--- src/rtl/ipr_pkg.sv ---
// Shared types and constants for the interpolated percentile rank core.
// No dependencies.
package ipr_pkg;

  localparam int unsigned MaxRefs = 256;
  localparam int unsigned CntW    = $clog2(MaxRefs + 1);
  localparam int unsigned SampW   = 32;
  localparam int unsigned FracW   = 17;
  localparam int unsigned DenW    = CntW + SampW;
  localparam int unsigned RemW    = DenW + 1;
  localparam int unsigned StepW   = $clog2(FracW + 1);

  localparam logic [FracW-1:0] QHalf = FracW'(32768);

  typedef enum logic [1:0] {
    ST_VALID = 2'd0,
    ST_BELOW = 2'd1,
    ST_ABOVE = 2'd2,
    ST_NULL  = 2'd3
  } status_e;

  typedef enum logic {
    OP_QUERY = 1'b0,
    OP_REF   = 1'b1
  } op_e;

  typedef enum logic [1:0] {
    REG_RANGE_EN   = 2'd0,
    REG_RANGE_LOW  = 2'd1,
    REG_RANGE_HIGH = 2'd2
  } reg_e;

  typedef enum logic [1:0] {
    BK_IDLE = 2'd0,
    BK_MUL  = 2'd1,
    BK_DIV  = 2'd2,
    BK_OUT  = 2'd3
  } back_state_e;

  // One finished pixel, handed from the front end to the back end.
  typedef struct packed {
    logic                    pix_null;
    logic [CntW-1:0]         n;
    logic [CntW-1:0]         b;
    logic [CntW-1:0]         e;
    logic signed [SampW-1:0] query;
    logic signed [SampW-1:0] max_below;
    logic signed [SampW-1:0] min_above;
  } job_t;

endpackage

--- src/rtl/ipr_front.sv ---
// Front end: holds configuration, accumulates per-pixel counts and extremes.
// Depends on ipr_pkg.
module ipr_front (
  input  logic                            clk_i,
  input  logic                            rst_ni,
  input  logic                            cfg_we_i,
  input  logic [1:0]                      cfg_index_i,
  input  logic [ipr_pkg::SampW-1:0]       cfg_data_i,
  input  logic                            acc_i,
  input  logic                            operation_i,
  input  logic signed [ipr_pkg::SampW-1:0] sample_i,
  input  logic                            is_null_i,
  input  logic                            last_i,
  output logic                            push_o,
  output ipr_pkg::job_t                   job_o
);

  logic                              range_en_q;
  logic signed [ipr_pkg::SampW-1:0]  range_lo_q, range_hi_q;
  logic signed [ipr_pkg::SampW-1:0]  query_q, query_d;
  logic                              null_q, null_d;
  logic [ipr_pkg::CntW-1:0]          n_q, n_d, b_q, b_d, e_q, e_d;
  logic signed [ipr_pkg::SampW-1:0]  maxb_q, maxb_d;
  logic signed [ipr_pkg::SampW-1:0]  mina_q, mina_d;
  logic                              ref_ok, is_ref;

  always_ff @(posedge clk_i or negedge rst_ni) begin
    if (!rst_ni) begin
      range_en_q <= 1'b0;
      range_lo_q <= {1'b1, {(ipr_pkg::SampW-1){1'b0}}};
      range_hi_q <= {1'b0, {(ipr_pkg::SampW-1){1'b1}}};
    end else if (cfg_we_i) begin
      case (cfg_index_i)
        ipr_pkg::REG_RANGE_EN:   range_en_q <= cfg_data_i[0];
        ipr_pkg::REG_RANGE_LOW:  range_lo_q <= cfg_data_i;
        ipr_pkg::REG_RANGE_HIGH: range_hi_q <= cfg_data_i;
        default: ;
      endcase
    end
  end

  assign is_ref = (operation_i == ipr_pkg::OP_REF);
  assign ref_ok = !is_null_i &&
                  !(range_en_q && ((sample_i < range_lo_q) || (sample_i > range_hi_q)));

  always_comb begin
    query_d = query_q;
    null_d  = null_q;
    n_d     = n_q;
    b_d     = b_q;
    e_d     = e_q;
    maxb_d  = maxb_q;
    mina_d  = mina_q;
    if (!is_ref) begin
      query_d = sample_i;
      null_d  = is_null_i;
      n_d     = '0;
      b_d     = '0;
      e_d     = '0;
      maxb_d  = {1'b1, {(ipr_pkg::SampW-1){1'b0}}};
      mina_d  = {1'b0, {(ipr_pkg::SampW-1){1'b1}}};
    end else if (!ref_ok) begin
      null_d = 1'b1;
    end else if (n_q < ipr_pkg::CntW'(ipr_pkg::MaxRefs)) begin
      n_d = n_q + 1'b1;
      if (sample_i < query_q) begin
        b_d = b_q + 1'b1;
        if (sample_i > maxb_q) maxb_d = sample_i;
      end else if (sample_i == query_q) begin
        e_d = e_q + 1'b1;
      end else if (sample_i < mina_q) begin
        mina_d = sample_i;
      end
    end
  end

  assign push_o = acc_i && is_ref && last_i;

  always_comb begin
    job_o.pix_null  = null_d;
    job_o.n         = n_d;
    job_o.b         = b_d;
    job_o.e         = e_d;
    job_o.query     = query_d;
    job_o.max_below = maxb_d;
    job_o.min_above = mina_d;
  end

  always_ff @(posedge clk_i or negedge rst_ni) begin
    if (!rst_ni) begin
      query_q <= '0;
      null_q  <= 1'b0;
      n_q     <= '0;
      b_q     <= '0;
      e_q     <= '0;
      maxb_q  <= {1'b1, {(ipr_pkg::SampW-1){1'b0}}};
      mina_q  <= {1'b0, {(ipr_pkg::SampW-1){1'b1}}};
    end else if (push_o) begin
      // clear the pixel, keep the query
      query_q <= query_d;
      null_q  <= 1'b0;
      n_q     <= '0;
      b_q     <= '0;
      e_q     <= '0;
      maxb_q  <= {1'b1, {(ipr_pkg::SampW-1){1'b0}}};
      mina_q  <= {1'b0, {(ipr_pkg::SampW-1){1'b1}}};
    end else if (acc_i) begin
      query_q <= query_d;
      null_q  <= null_d;
      n_q     <= n_d;
      b_q     <= b_d;
      e_q     <= e_d;
      maxb_q  <= maxb_d;
      mina_q  <= mina_d;
    end
  end

endmodule

--- src/rtl/ipr_fifo.sv ---
// Two-entry job queue between front end and back end.
// Depends on ipr_pkg.
module ipr_fifo (
  input  logic          clk_i,
  input  logic          rst_ni,
  input  logic          push_i,
  input  ipr_pkg::job_t wdata_i,
  input  logic          pop_i,
  output logic          full_o,
  output logic          avail_o,
  output ipr_pkg::job_t rdata_o
);

  ipr_pkg::job_t mem_q [2];
  logic          wptr_q, rptr_q;
  logic [1:0]    cnt_q;

  assign full_o  = (cnt_q == 2'd2);
  assign avail_o = (cnt_q != 2'd0);
  assign rdata_o = mem_q[rptr_q];

  always_ff @(posedge clk_i) begin
    if (push_i) mem_q[wptr_q] <= wdata_i;
  end

  always_ff @(posedge clk_i or negedge rst_ni) begin
    if (!rst_ni) begin
      wptr_q <= 1'b0;
      rptr_q <= 1'b0;
      cnt_q  <= '0;
    end else begin
      if (push_i) wptr_q <= ~wptr_q;
      if (pop_i)  rptr_q <= ~rptr_q;
      cnt_q <= cnt_q + {1'b0, push_i} - {1'b0, pop_i};
    end
  end

endmodule

--- src/rtl/ipr_back.sv ---
// Back end: classifies a finished pixel, forms the fraction, divides, outputs.
// Depends on ipr_pkg.
module ipr_back (
  input  logic                       clk_i,
  input  logic                       rst_ni,
  input  logic                       avail_i,
  input  ipr_pkg::job_t              job_i,
  output logic                       pop_o,
  output logic                       out_valid_o,
  input  logic                       out_stall_i,
  output logic [1:0]                 status_o,
  output logic [ipr_pkg::FracW-1:0]  quantile_o
);

  ipr_pkg::back_state_e state_q, state_d;
  logic [1:0]                status_q;
  logic [ipr_pkg::FracW-1:0] quant_q;
  logic [ipr_pkg::CntW-1:0]  bm1_q, nm1_q;
  logic [ipr_pkg::SampW-1:0] span_q, w_q;
  logic [ipr_pkg::DenW-1:0]  den_q;
  logic [ipr_pkg::RemW-1:0]  rem_q, trial;
  logic [ipr_pkg::StepW-1:0] step_q;
  logic                      bit_set;
  logic [ipr_pkg::SampW:0]   span_w, w_w;

  always_comb begin
    state_d = state_q;
    pop_o   = 1'b0;
    case (state_q)
      ipr_pkg::BK_IDLE: begin
        if (avail_i) begin
          pop_o = 1'b1;
          if (job_i.pix_null || job_i.n == '0) state_d = ipr_pkg::BK_OUT;
          else if (job_i.b == '0 && job_i.e == '0) state_d = ipr_pkg::BK_OUT;
          else if (job_i.b == job_i.n) state_d = ipr_pkg::BK_OUT;
          else if (job_i.n == ipr_pkg::CntW'(1)) state_d = ipr_pkg::BK_OUT;
          else if (job_i.e != '0) state_d = ipr_pkg::BK_DIV;
          else state_d = ipr_pkg::BK_MUL;
        end
      end
      ipr_pkg::BK_MUL: state_d = ipr_pkg::BK_DIV;
      ipr_pkg::BK_DIV: begin
        if (step_q == ipr_pkg::StepW'(ipr_pkg::FracW - 1)) state_d = ipr_pkg::BK_OUT;
      end
      ipr_pkg::BK_OUT: begin
        if (!out_stall_i) state_d = ipr_pkg::BK_IDLE;
      end
      default: state_d = ipr_pkg::BK_IDLE;
    endcase
  end

  always_ff @(posedge clk_i or negedge rst_ni) begin
    if (!rst_ni) state_q <= ipr_pkg::BK_IDLE;
    else         state_q <= state_d;
  end

  assign span_w = {job_i.min_above[ipr_pkg::SampW-1], job_i.min_above} -
                  {job_i.max_below[ipr_pkg::SampW-1], job_i.max_below};
  assign w_w    = {job_i.query[ipr_pkg::SampW-1], job_i.query} -
                  {job_i.max_below[ipr_pkg::SampW-1], job_i.max_below};

  // restoring divide, first step without shift
  assign trial   = (step_q == '0) ? rem_q : {rem_q[ipr_pkg::RemW-2:0], 1'b0};
  assign bit_set = (trial >= {1'b0, den_q});

  always_ff @(posedge clk_i) begin
    case (state_q)
      ipr_pkg::BK_IDLE: begin
        step_q <= '0;
        // a single reference equal to the query gives one half
        quant_q <= (!job_i.pix_null && job_i.n == ipr_pkg::CntW'(1) &&
                    job_i.e == ipr_pkg::CntW'(1)) ? ipr_pkg::QHalf : '0;
        bm1_q  <= job_i.b - 1'b1;
        nm1_q  <= job_i.n - 1'b1;
        span_q <= span_w[ipr_pkg::SampW-1:0];
        w_q    <= w_w[ipr_pkg::SampW-1:0];
        rem_q  <= ipr_pkg::RemW'({job_i.b, 1'b0}) + ipr_pkg::RemW'(job_i.e) -
                  ipr_pkg::RemW'(1);
        den_q  <= ipr_pkg::DenW'({job_i.n - 1'b1, 1'b0});
        if (job_i.pix_null || job_i.n == '0) status_q <= ipr_pkg::ST_NULL;
        else if (job_i.b == '0 && job_i.e == '0) status_q <= ipr_pkg::ST_BELOW;
        else if (job_i.b == job_i.n) status_q <= ipr_pkg::ST_ABOVE;
        else status_q <= ipr_pkg::ST_VALID;
      end
      ipr_pkg::BK_MUL: begin
        rem_q <= ipr_pkg::RemW'(ipr_pkg::DenW'(bm1_q) * ipr_pkg::DenW'(span_q)) +
                 ipr_pkg::RemW'(w_q);
        den_q <= ipr_pkg::DenW'(nm1_q) * ipr_pkg::DenW'(span_q);
      end
      ipr_pkg::BK_DIV: begin
        rem_q   <= bit_set ? trial - {1'b0, den_q} : trial;
        quant_q <= {quant_q[ipr_pkg::FracW-2:0], bit_set};
        step_q  <= step_q + 1'b1;
      end
      default: ;
    endcase
  end

  assign out_valid_o = (state_q == ipr_pkg::BK_OUT);
  assign status_o    = status_q;
  assign quantile_o  = quant_q;

endmodule

--- src/rtl/interpolated_percentile_rank_core.sv ---
// Top level of the interpolated percentile rank core.
// Depends on ipr_pkg, ipr_front, ipr_fifo, ipr_back.
//
//   channel  dir  handshake              payload
//   in       in   in_valid_i/in_stall_o  operation, sample, is_null, last
//   out      out  out_valid_o/out_stall_i status, quantile
//   cfg      in   cfg_we_i               cfg_index_i, cfg_data_i
//
// The front end takes one item per cycle while in_stall_o is low. The back end
// pops each pixel and goes straight to output (null, below, above, single) or
// through a multiply (if no reference equals the query), 17 divide steps and
// output. A two-job queue lets the front keep accepting; in_stall_o rises
// while the queue is full. Reset is asynchronous, active low; no clearing pass.
module interpolated_percentile_rank_core (
  input  logic                             clk_i,
  input  logic                             rst_ni,
  input  logic                             cfg_we_i,
  input  logic [1:0]                       cfg_index_i,
  input  logic [ipr_pkg::SampW-1:0]        cfg_data_i,
  input  logic                             in_valid_i,
  output logic                             in_stall_o,
  input  logic                             operation_i,
  input  logic signed [ipr_pkg::SampW-1:0] sample_i,
  input  logic                             is_null_i,
  input  logic                             last_i,
  output logic                             out_valid_o,
  input  logic                             out_stall_i,
  output logic [1:0]                       status_o,
  output logic [ipr_pkg::FracW-1:0]        quantile_o
);

  logic          acc, push, pop, full, avail;
  ipr_pkg::job_t job_w, job_r;

  assign in_stall_o = full;
  assign acc        = in_valid_i && !full;

  ipr_front u_front (
    .clk_i, .rst_ni, .cfg_we_i, .cfg_index_i, .cfg_data_i,
    .acc_i(acc), .operation_i, .sample_i, .is_null_i, .last_i,
    .push_o(push), .job_o(job_w)
  );

  ipr_fifo u_fifo (
    .clk_i, .rst_ni, .push_i(push), .wdata_i(job_w), .pop_i(pop),
    .full_o(full), .avail_o(avail), .rdata_o(job_r)
  );

  ipr_back u_back (
    .clk_i, .rst_ni, .avail_i(avail), .job_i(job_r), .pop_o(pop),
    .out_valid_o, .out_stall_i, .status_o, .quantile_o
  );

endmodule

--- config.mk ---
export PLATFORM = sky130hd
export DESIGN_NAME = interpolated_percentile_rank_core
export DESIGN_NICKNAME = d
export VERILOG_FILES = /design/src/rtl/ipr_pkg.sv /design/src/rtl/ipr_front.sv /design/src/rtl/ipr_fifo.sv /design/src/rtl/ipr_back.sv /design/src/rtl/interpolated_percentile_rank_core.sv
export SDC_FILE = /design/constraint.sdc
export NUM_CORES = 2
export LEC_CHECK = 0
export ABC_CLOCK_PERIOD_IN_PS = 7600
export BUFFER_PORTS_ARGS = -buffer_cell sky130_fd_sc_hd__buf_2
export CAP_MARGIN = 20
export CORE_MARGIN = 1
export CORE_UTILIZATION = 28
export DETAILED_ROUTE_END_ITERATION = 12
export PLACE_DENSITY = 0.38
export SLEW_MARGIN = 20
export SYNTH_ARGS = -nofsm -noshare
export SYNTH_HDL_FRONTEND = slang
export SYNTH_SLANG_ARGS = --single-unit
export TNS_END_PERCENT = 20
--- constraint.sdc ---
create_clock -name clk_i -period 7.6 [get_ports clk_i]
set_clock_uncertainty 0.15 [all_clocks]
set_input_delay 0.76 -clock clk_i [delete_from_list [all_inputs] [get_ports clk_i]]
set_output_delay 0.76 -clock clk_i [all_outputs]
set_load 0.005 [all_outputs]
==> results.yml <==
outcome:
  outcome: "completed"
synthesis:
  syn-cell-area_mm2: 0.0546
  synth_fa_ha_area_share_pct: 26.5
  synth_nets: 6346
  synth-xor-area-share_pct: 3.61
  ys_seq_area_share_pct: 33.1
  synth_compound_area_share_pct: 11.2
  syn_avg_cell_area_um2: 10.1
  synth_top_family_by_area: "adder cells"
  synth_cell_types: 86
  synth_cells: 5390
  synth-simple-area-share_pct: 13.1
  synth-edff-count: 437
  dominantRegCellSynth: "edfxtp_1"
  synthMuxAreaShare_pct: 5.85
  ys_ff_latch: 632
  synthArstFlopShare_pct: 30.9
  yosysWarnings: 0
grt:
  grt_first_pass_wirelength_um: 241000
  grt_max_degree: 125
  grt-ovfl-total: 0
  grt_pass1_vias: 39547
  grt_util_all_layers_pct: 15.8
  grt_antenna_before_repair: 2
timing:
  rsz0062_at_grt: "false"
  worst_pin_slew_ns: 1.11
  whs_ns: 0.140
  setup_viol: 0
  slew_viol_final: 0
  final.setup.worst_slack_ns: 0.489
  tns_ns: 0
  relSlewSlack_pct: 26.0
  fin_crit_ns: 7.11
  fmax_mhz: 141
  finalHoldViolCount: 0
  finalCritPeriodShare_pct: 93.6
clock_network:
  clk_latency_ns: 0.71
  cts_buffers: 85
  clk_pin_slew_ns: 0.06
  tritoncts: "built"
  clockRootBuffer: "clkbuf_16"
  post_cts_resized: 0
  clockBufferDepth: 3
  clock-sinks: 632
  cts_max_level: 3
place:
  pre_cts_slack_ns: 0.319
  hpwlAfterDp_um: 121000
  gp_congestion: 0.795
  port_buffers: 94
  place_area_mm2: 0.0581
die:
  start_util_pct: 28.3
  coreArea_mm2: 0.193
  die_area_mm2: 0.197
  dieHeight_um: 444
  pin_count: 95
  rows: 161
  die_w_um: 444
finish:
  synthToLayoutAreaGrowth_pct: 11.7
  drive_gt1_share_pct: 11.2
  layout_commonest_cell: "inv_1"
  final_cell_mix: "736 x inv_1, 594 x nand2_1, 455 x fa_1"
  nets: 6393
  stdcell_area_mm2: 0.0610
route:
  vias: 37790
  drc: 0
  dr.pass1.iters: 5
  ant_nets: 0
  wl_per_cell_um: 19.5
  drt_wl_total_um: 156000
  via_per_inst: 4.70
  dr.first_iter.drc_count: 1898
setup_path:
  end_kind: "flop"
  worstSetupPathType: "flop to flop"
  critPathLaunchType: "flop"
  r2r-start: "u_back.bm1_q[3]$_DFFE_PP_"
  startpoint: "u_back.bm1_q[3]$_DFFE_PP_"
  reg2reg_depth: 20
  critPathMaxFanout: 13
  worstPathRequired_ns: 7.84
  critical_path_arrival_ns: 7.35
min_path:
  holdPathStages: 2
  holdCritPathClass: "input port to flop"
  hold_start: "cfg_data_i[16]"
flow_run:
  maxCapViolCount: 0
==> timing repair <==
action	in CTS	in global routing
hold buffers	1	0
endpoints found under the hold margin	15	0
setup endpoints to repair	0	1
setup buffers	0	6
==> final cells by class <==
type	count	area [um2]
diodes	5	12.5
clock buffers	111	2360
clock inverters	46	493
fillers	19956	132000
inverters	736	2760
multi-input cells	3804	33000
flip-flops and latches	632	18100
well taps	2526	3160
repair buffers	178	1190
==> through the flow <==
step,utilization (%),cells
final,31.6,8038
after global routing,31.6,8033
after CTS,31.5,8027
after detailed placement,30.1,7869
after global placement,30.1,7869
after floorplan,-,5390
==> cells by family after synthesis <==
family	count (synthesis)
adder cells (fa/ha/maj)	882
AND/OR/NAND/NOR	1464
buffers and inverters	954
XOR/XNOR	225
AO/OA/AOI/OAI	940
multiplexers	293
flip-flops	632
==> worst paths after layout <==
kind                                                 endpoint  slack, ns
setup / recovery                   u_back.rem_q[40]$_DFFE_PP_       0.49
hold / removal             u_front.range_lo_q[16]$_DFFE_PN0P_       0.14
setup reg to reg                   u_back.rem_q[40]$_DFFE_PP_       0.49
hold reg to reg                    u_front.e_q[6]$_DFFE_PN0P_       0.33
max in group asynchronous           u_fifo.rptr_q$_DFFE_PN0P_       5.36
min in group asynchronous  u_front.range_lo_q[26]$_DFFE_PN0P_       0.56
==> critical path, cell delays in order (launching register included) <==
cell      delay, ns
edfxtp_1       0.61
and2_1         0.28
fa_1           0.52
fa_1           0.57
fa_1           0.43
fa_1           0.49
inv_1          0.05
fa_1           0.48
inv_1          0.05
ha_1           0.33
and4_1         0.26
or4b_1         0.45
o22ai_1        0.30
o21ai_1        0.24
o21ai_1        0.26
nand3_1        0.12
a31oi_1        0.43
a221oi_1       0.20
o31ai_1        0.28
xnor2_1        0.19
o211ai_1       0.12
==> layer usage <==
metal	up-vias	track usage, %	part of all wire (%)
met5	-	0	0
met4	0	3.81	2.2
met3	160	1.98	2.9
met2	482	25.5	45
met1	18778	22.5	50
li1	18370	-	-
==> flip-flops by register name, indices dropped and copies added, names as in the netlist, 2 cells and up <==
name,flops
u_back.bm1_q,9
u_back.den_q,41
u_back.nm1_q,9
u_back.quantile_o,17
u_back.rem_q,42
u_back.span_q,32
u_back.state_q,2
u_back.status_o,2
u_back.step_q,5
u_back.w_q,32
u_fifo.cnt_q,2
u_fifo.mem_q,248
u_front.b_q,9
u_front.e_q,9
u_front.maxb_q,32
u_front.mina_q,32
u_front.n_q,9
u_front.query_q,32
u_front.range_hi_q,32
u_front.range_lo_q,32
==> Yosys cell counts (37+ instances only) <==
library cell	n	area, um2
nand3_1	93	465
clkbuf_1	176	661
dfrtp_1	131	3280
inv_1	736	2760
o21ai_0	225	1130
o21a_1	38	285
nor2b_1	41	257
nor3_1	47	235
dfstp_2	64	1680
fa_1	455	9110
nor2_1	170	638
xnor2_1	162	1420
edfxtp_1	437	13100
nand4_1	59	369
a21oi_1	236	1180
xor2_1	63	552
a21o_1	96	721
nand2_1	594	2230
mux2_2	209	2350
and2_1	315	1970
mux2i_1	84	841
ha_1	427	5340
nand2b_1	37	231
o211ai_1	63	473
Power is left out: the tool's default activity adds up to more than one toggle a clock period on the data nets, which glitch-free logic cannot reach.
